### config.mk
export PLATFORM = sky130hd
export DESIGN_NAME = hms_ctrl
export DESIGN_NICKNAME = d
export VERILOG_FILES = /design/src/design/hms_pkg.sv /design/src/design/hms_ctrl.sv
export SDC_FILE = /design/constraint.sdc
export NUM_CORES = 1
export LEC_CHECK = 0
export ABC_AREA = 1
export ABC_CLOCK_PERIOD_IN_PS = 1660
export BUFFER_PORTS_ARGS = -buffer_cell sky130_fd_sc_hd__buf_2
export CAP_MARGIN = 0
export CORE_AREA = 4 4 41 43
export DETAILED_ROUTE_END_ITERATION = 8
export DIE_AREA = 0 0 45 47
export PLACE_DENSITY_LB_ADDON = 0.15
export SETUP_SLACK_MARGIN = 0.05
export SLEW_MARGIN = 15
export SYNTH_ARGS = -nofsm -noshare
export SYNTH_HDL_FRONTEND = slang
export SYNTH_SLANG_ARGS = --single-unit
### constraint.sdc
create_clock -name clk_i -period 1.66 [get_ports clk_i]
set_input_delay 0.083 -clock clk_i [delete_from_list [all_inputs] [get_ports clk_i]]
set_output_delay 0.083 -clock clk_i [all_outputs]
set_load 0.02 [all_outputs]
### src/design/hms_pkg.sv
`default_nettype none
package hms_pkg;

  localparam int unsigned MaxEntries  = 64;
  localparam int unsigned MaxPrograms = 16;
  localparam int unsigned MaxAdvances = 4;

  localparam logic [15:0] NoProgram = 16'hFFFF;
  localparam logic [16:0] Q16One    = 17'h10000;
  localparam logic [63:0] AllOnes   = 64'hFFFF_FFFF_FFFF_FFFF;

  typedef enum logic [2:0] {
    OP_WRITE   = 3'd0,
    OP_COMMIT  = 3'd1,
    OP_ENABLE  = 3'd2,
    OP_DISABLE = 3'd3,
    OP_TICK    = 3'd4
  } op_e;

  typedef enum logic [1:0] {
    ST_OK        = 2'd0,
    ST_INVALID   = 2'd1,
    ST_NO_EFFECT = 2'd2
  } status_e;

  typedef enum logic [1:0] {
    PH_OFF   = 2'd0,
    PH_HOLD  = 2'd1,
    PH_MORPH = 2'd2,
    PH_FINAL = 2'd3
  } phase_e;

  typedef enum logic [1:0] {
    CFG_ENTRY_COUNT   = 2'd0,
    CFG_LOOP_START    = 2'd1,
    CFG_PROGRAM_COUNT = 2'd2
  } cfg_index_e;

  typedef struct packed {
    logic [2:0]  op;
    logic [5:0]  entry_index;
    logic [7:0]  from_node;
    logic [7:0]  to_node;
    logic [15:0] prog_sel;
    logic        no_morph;
    logic [63:0] hold_len;
    logic [63:0] morph_len;
    logic [63:0] frame_now;
    logic        transport_running;
  } item_t;

  typedef struct packed {
    logic [1:0]  status;
    logic [1:0]  phase_now;
    logic [5:0]  current_entry;
    logic [15:0] current_program;
    logic [16:0] morph_position;
    logic        apply_pending;
    logic        prog_changed;
    logic [31:0] transitions_done;
    logic        is_running;
    logic [63:0] next_boundary;
    logic [63:0] total_frames;
    logic        final_flush;
  } result_t;

  typedef struct packed {
    logic [1:0] index;
    logic [6:0] data;
  } cfg_t;

  typedef enum logic [4:0] {
    CMD_NONE,
    CMD_LATCH,
    CMD_DECODE,
    CMD_CMT_ADDR,
    CMD_CMT_HOLD,
    CMD_CMT_MORPH,
    CMD_CMT_LOOP,
    CMD_EN_ADDR,
    CMD_EN_DO,
    CMD_TK_EL,
    CMD_DIV_INIT,
    CMD_DIV_STEP,
    CMD_DIV_DONE,
    CMD_ADV_CHK,
    CMD_ADV_STEP,
    CMD_ADV_HOLD,
    CMD_RESULT
  } dp_cmd_e;

  typedef enum logic [3:0] {
    S_IDLE,
    S_DECODE,
    S_CMT_ADDR,
    S_CMT_HOLD,
    S_CMT_MORPH,
    S_CMT_LOOP,
    S_EN_ADDR,
    S_EN_DO,
    S_TK_EL,
    S_DIV_INIT,
    S_DIV_STEP,
    S_DIV_DONE,
    S_ADV_CHK,
    S_ADV_STEP,
    S_ADV_HOLD,
    S_RESULT
  } ctrl_state_e;

  typedef struct packed {
    logic [2:0] op;
    logic       cmt_pre_ok;
    logic       hold_bad;
    logic       morph_bad;
    logic       cmt_last;
    logic       armed;
    logic       tick_run;
    logic       do_div;
    logic       div_last;
    logic       adv_go;
    logic       adv_morph;
    logic       adv_finish;
    logic       out_free;
  } dp_stat_t;

endpackage
`default_nettype wire

### src/design/hms_ctrl.sv
`default_nettype none
module hms_ctrl (
  input  wire               clk_i,
  input  wire               rst_ni,
  input  wire               in_valid_i,
  input  hms_pkg::dp_stat_t stat_i,
  output logic              in_ready_o,
  output hms_pkg::dp_cmd_e  cmd_o
);
  import hms_pkg::*;

  ctrl_state_e state_q, state_d;

  // state register
  always_ff @(posedge clk_i or negedge rst_ni) begin
    if (!rst_ni) begin
      state_q <= S_IDLE;
    end else begin
      state_q <= state_d;
    end
  end

  // next state
  always_comb begin
    state_d = state_q;
    case (state_q)
      S_IDLE:      if (in_valid_i) state_d = S_DECODE;
      S_DECODE: begin
        case (op_e'(stat_i.op))
          OP_COMMIT: state_d = stat_i.cmt_pre_ok ? S_CMT_ADDR : S_RESULT;
          OP_ENABLE: state_d = stat_i.armed ? S_EN_ADDR : S_RESULT;
          OP_TICK: begin
            if (!stat_i.tick_run) state_d = S_RESULT;
            else if (stat_i.do_div) state_d = S_TK_EL;
            else state_d = S_ADV_CHK;
          end
          default:   state_d = S_RESULT;
        endcase
      end
      S_CMT_ADDR:  state_d = S_CMT_HOLD;
      S_CMT_HOLD:  state_d = stat_i.hold_bad ? S_RESULT : S_CMT_MORPH;
      S_CMT_MORPH: begin
        if (stat_i.morph_bad) state_d = S_RESULT;
        else if (stat_i.cmt_last) state_d = S_CMT_LOOP;
        else state_d = S_CMT_ADDR;
      end
      S_CMT_LOOP:  state_d = S_RESULT;
      S_EN_ADDR:   state_d = S_EN_DO;
      S_EN_DO:     state_d = S_RESULT;
      S_TK_EL:     state_d = S_DIV_INIT;
      S_DIV_INIT:  state_d = S_DIV_STEP;
      S_DIV_STEP:  if (stat_i.div_last) state_d = S_DIV_DONE;
      S_DIV_DONE:  state_d = S_ADV_CHK;
      S_ADV_CHK:   state_d = stat_i.adv_go ? S_ADV_STEP : S_RESULT;
      S_ADV_STEP: begin
        if (stat_i.adv_morph) state_d = S_ADV_CHK;
        else if (stat_i.adv_finish) state_d = S_RESULT;
        else state_d = S_ADV_HOLD;
      end
      S_ADV_HOLD:  state_d = S_ADV_CHK;
      S_RESULT:    if (stat_i.out_free) state_d = S_IDLE;
      default:     state_d = S_IDLE;
    endcase
  end

  // commands to the datapath
  always_comb begin
    in_ready_o = 1'b0;
    cmd_o      = CMD_NONE;
    case (state_q)
      S_IDLE: begin
        in_ready_o = 1'b1;
        if (in_valid_i) cmd_o = CMD_LATCH;
      end
      S_DECODE:    cmd_o = CMD_DECODE;
      S_CMT_ADDR:  cmd_o = CMD_CMT_ADDR;
      S_CMT_HOLD:  cmd_o = CMD_CMT_HOLD;
      S_CMT_MORPH: cmd_o = CMD_CMT_MORPH;
      S_CMT_LOOP:  cmd_o = CMD_CMT_LOOP;
      S_EN_ADDR:   cmd_o = CMD_EN_ADDR;
      S_EN_DO:     cmd_o = CMD_EN_DO;
      S_TK_EL:     cmd_o = CMD_TK_EL;
      S_DIV_INIT:  cmd_o = CMD_DIV_INIT;
      S_DIV_STEP:  cmd_o = CMD_DIV_STEP;
      S_DIV_DONE:  cmd_o = CMD_DIV_DONE;
      S_ADV_CHK:   cmd_o = CMD_ADV_CHK;
      S_ADV_STEP:  cmd_o = CMD_ADV_STEP;
      S_ADV_HOLD:  cmd_o = CMD_ADV_HOLD;
      S_RESULT:    if (stat_i.out_free) cmd_o = CMD_RESULT;
      default:     cmd_o = CMD_NONE;
    endcase
  end

endmodule
`default_nettype wire

### Word level (Yosys, flattened, before mapping)

Cells that the tools add are included.
W data, S select, Z words.

| cells by class | value |
|---|---|
| eq/ne operators | 21 |
| muxes and demuxes | 19 |
| reductions and logical operators | 4 |

Operator list:

| cell | count |
|---|---|
| $pmux W5 S16 | 1 |
| $pmux W4 S14 | 1 |
| $eq A4 B4 Y1 const B | 8 |
| $mux W4 | 7 |
| $eq A4 B3 Y1 const B | 4 |
| $pmux W4 S3 | 1 |
| $mux W3 | 3 |
| $eq A4 B2 Y1 const B | 2 |
| $ne A2 B2 Y1 const B | 3 |
| $mux W5 | 1 |
| $eq A4 B1 Y1 const B | 1 |
| $logic_not A4 Y1 | 1 |
| $mux W2 | 2 |
| $reduce_or A2 Y1 | 2 |
| $eq A3 B1 Y1 const B | 1 |
| $eq A3 B2 Y1 const B | 1 |
| $eq A3 B3 Y1 const B | 1 |
| $mux W1 | 3 |
| $reduce_and A3 Y1 | 1 |

| storage, ports and cells | value |
|---|---|
| register bits | 4 |
| input port bits | 18 |
| output and inout port bits | 6 |
| word-level logic and storage cells | 45 |

### Logic depth before layout (Yosys ltp)

| logic depth | value |
|---|---|
| depth after elaboration | 4 |
| gate-level depth with buffers | 10 |
| gate-level depth less buffers | 10 |

### Least setup slack after synthesis

OpenSTA, ideal clock, no wires.

| timing | value |
|---|---|
| kind | reg2reg |
| from | reg state_q[0] |
| to | reg state_q[0] |
| library setup time | 0.066 ns |
| arrival | 1.225 ns |
| required time | 1.594 ns |
| path slack | 0.369 ns |
| stages on the path, launching flop included | 10 |
| clock period less this slack | 1.291 ns |
| path through | dfrtp_1 -> inv_1 -> nand2_2 -> nor2_1 -> nor2_1 -> nand3_1 -> nor2_1 -> nand2_1 -> nand2_1 -> nand2_1 |

| on the way | value |
|---|---|
| longest elaborated chain between the ends | 3 |

Ends and longest elaborated chain:

| element | line | source |
|---|---|---|
| start, declared | hms_ctrl.sv:12 | `ctrl_state_e state_q, state_d;` |
| start signal, assigned | hms_ctrl.sv:19 | `state_q <= state_d;` |
| $eq A4 B4 Y1 (tied with other cells) | hms_ctrl.sv:26 | `case (state_q)` |
| $reduce_or A2 Y1 (no line) or $ne A2 B2 Y1 (tied branches) | - |  |
| $pmux W4 S14 or $reduce_and A3 Y1 (tied branches) | - |  |

Several ways; a longest one is shown, not always the timed one.
A chain may end at the register's enable or synchronous reset.

### Worst setup path after layout

| timing | value |
|---|---|
| from | reg state_q[0] |
| to | reg state_q[3] |

Same word-level chain as after synthesis.

==> flow_summary.toml <==
[status]
status = "finished clean"

[clock_network]
numClockSinks = 4
cts_inserted_buffers = 3
cts-htree-levels = 1
cts.repair.resized = 0
cts_tree = "done"
cts_setup_buffers = 0
cts_buffer_depth = 2
cts-root-buf = "clkbuf_4"
ctsHoldBuffers = 1
cts.clk_slew.worst_paths_ns = 0.04
clk_latency_ns = 0.24

[yosys]
syn_inst = 110
yosys.cell_types.count = 16
synthXorXnorAreaFrac_pct = 1.57
synth_compound_area_share_pct = 8.99
synthMuxAreaShare_pct = 0
yosysWarnings = 0
synth_fp_nets = 128
synth_fa_ha_area_share_pct = 0
syn_area_sq_um = 557
synth-simple-area-share_pct = 58.0
synth_top_family_by_area = "simple AND/OR/NAND/NOR gates"
ys_seq_elements = 4
ys_seq_area_share_pct = 18.0
postSynthAreaPerCell_sq_um = 5.06

[worst_setup_path]
worst_r2r_startpoint = "state_q[0]"
cp-start-kind = "flip-flop"
crit_end = "state_q[3]"
worst_setup_path_end_kind = "flip-flop"
max_stage_delay_ns = 0.42
path_cells = "inv_1 > nand2_1 > inv_1 > nand2_1 > o21ai_0 > nor2_2 > nand2_1 > nand2_1"
cp.required_ns = 1.78
r2r_slack_ns = 0.26
criticalPathCategory = "flip-flop to flip-flop"
worstPathArrival_ns = 1.51
critPathMaxFanout = 6
r2r_end = "state_q[3]"
startpoint = "state_q[0]"
cpMostUsedCell = "nand2_1"
cp_slowest_cell = "dfrtp_1"
rr_worst_depth = 8

[timing]
worst_slew_pin_slew_ns = 0.263
setup_viol = 0
finalCritPeriodShare_pct = 84.1
finalSetupTns_ns = 0
skew_ns = 0.00889
finalCriticalPeriod_ns = 1.40
final_hold_viol_count = 0
timing.fmax_mhz = 716
slew_headroom_pct = 82.3
slew_violations = 0
rsz0062_at_grt = "false"

[drt]
via_per_inst = 4.84
drcViolationCount = 0
ant_nets = 0
vias = 735
wl_met1_um = 679
wl_met3_um = 83
drt_iter0_drc = 28
firstDrtPassIters = 4
detail_route.wirelength_um = 1520
wl_per_cell_um = 10.0
met2_length_um = 760
highest_layer = "met3"

[placement]
hpwl_um = 1320
portBuffers = 23
gp_congestion = 0.896
dp_cells = 148

[floorplan]
core_sq_um = 1300
rows = 13
dieHeight_um = 47
start_util_pct = 42.8
die_area_sq_um = 2120
io_pins = 24
fp.dieW_um = 45

[layout]
antenna_cells = 0
stdcell_count = 152
regMostFlops = "state_q"
largest_reg_flops = 4
fillCellCount = 156
areaGrowthSynthToFinish_pct = 29.9
multi_input_area_sq_um = 382
drive_above_1_share_pct = 24.1
reg_top3 = "state_q (4)"
fin_nets = 157
final-seq-area_sq_um = 100

[global_route]
grt_max_degree = 8
grt_usage_pct = 15.2
grt_pass1_wl_um = 2350
grt_pass1_vias = 601
grt_overflow = 0
antenna_found_initial = 0

[power_and_ir_drop]
peakVddDrop_mv = 1.05
powerDensity_nw_per_um2 = 1900
leakagePower_nw = 0.447

[run]
cap_violations = 0

[worst_hold_path]
hold_class = "input port to asynchronous set/reset pin"
[per-layer routing]
metal | vias to the layer above | track usage (%)
met3 | 0 | 3.45
met4 | 0 | 1.75
li1 | 397 | -
met5 | - | 0
met2 | 23 | 26.8
met1 | 315 | 19.5
[worst min path at each step]
stage	start	end	slack (ns)	cells past startpoint
floorplan	rst_ni	state_q[0]	-0.21	0
global placement	rst_ni	state_q[2]	-0.11	1
detailed placement	rst_ni	state_q[2]	-0.11	1
CTS	rst_ni	state_q[2]	0.18	2
global route	rst_ni	state_q[2]	0.19	2
finish	rst_ni	state_q[2]	0.18	2
[through the flow]
stage                     setup WS, ns  total power [mW]  instance area, sq um  utilization, %  hold slack [ns]
final                            0.264              1.37                   723            55.6            0.180
after global routing             0.101              1.53                   723            55.6            0.190
after CTS                        0.292              1.38                   723            55.6            0.180
after detailed placement         0.299              1.25                   691            53.1           -0.110
after global placement           0.297              1.26                   691            53.1           -0.110
after floorplan                  0.369             0.984                   557               -           -0.213
[cell usage in the layout (no fill, tap or decap), types with 2 or more instances in the layout]
cell / count
buf_2: 23
clkbuf_4: 3
dfrtp_1: 4
inv_1: 19
nand2_1: 31
nand2_2: 3
nand3_1: 14
nor2_1: 22
nor2_2: 2
nor3_1: 2
o211ai_1: 2
o21ai_0: 5
[where the power goes]
group	switching [mW]	internal [mW]
logic	0.676	0.343
clock network	0.0391	0.0808
registers	0.0763	0.158
[Yosys cell counts]
| master | number | area [sq um] |
|---|---|---|
| a21oi_1 | 1 | 5.00 |
| dfrtp_1 | 4 | 100 |
| inv_1 | 19 | 71.3 |
| inv_2 | 1 | 3.75 |
| nand2_1 | 31 | 116 |
| nand2_2 | 3 | 18.8 |
| nand3_1 | 14 | 70.1 |
| nand4_1 | 1 | 6.26 |
| nor2_1 | 22 | 82.6 |
| nor2_2 | 2 | 12.5 |
| nor3_1 | 2 | 10.0 |
| o211ai_1 | 2 | 15.0 |
| o21ai_0 | 5 | 25.0 |
| o21ai_1 | 1 | 5.00 |
| or2_2 | 1 | 6.26 |
| xor2_1 | 1 | 8.76 |
[final cells by class]
type	instances	area share, %
flip-flops and latches	4	13.8
multi-input cells	86	52.8
repair buffers	24	17.3
clock buffers	3	3.11
well taps	15	2.60
inverters	20	10.4
[logic make-up (layout without fill, tap and decap cells)]
family,after synthesis,count (layout)
compound gates,9,9
xor+xnor,1,1
buf+inv,20,47
flops,4,4
simple gates,76,76
[worst max-delay path, delay by kind of cell (launching register included)]
kind,cells,cell delay [ns]
DFF,1,0.42
buffers and inverters,2,0.24
and+or+nand+nor,5,0.39
AOI/OAI and AO/OA,1,0.25
Power figures use the tool's default switching activity.
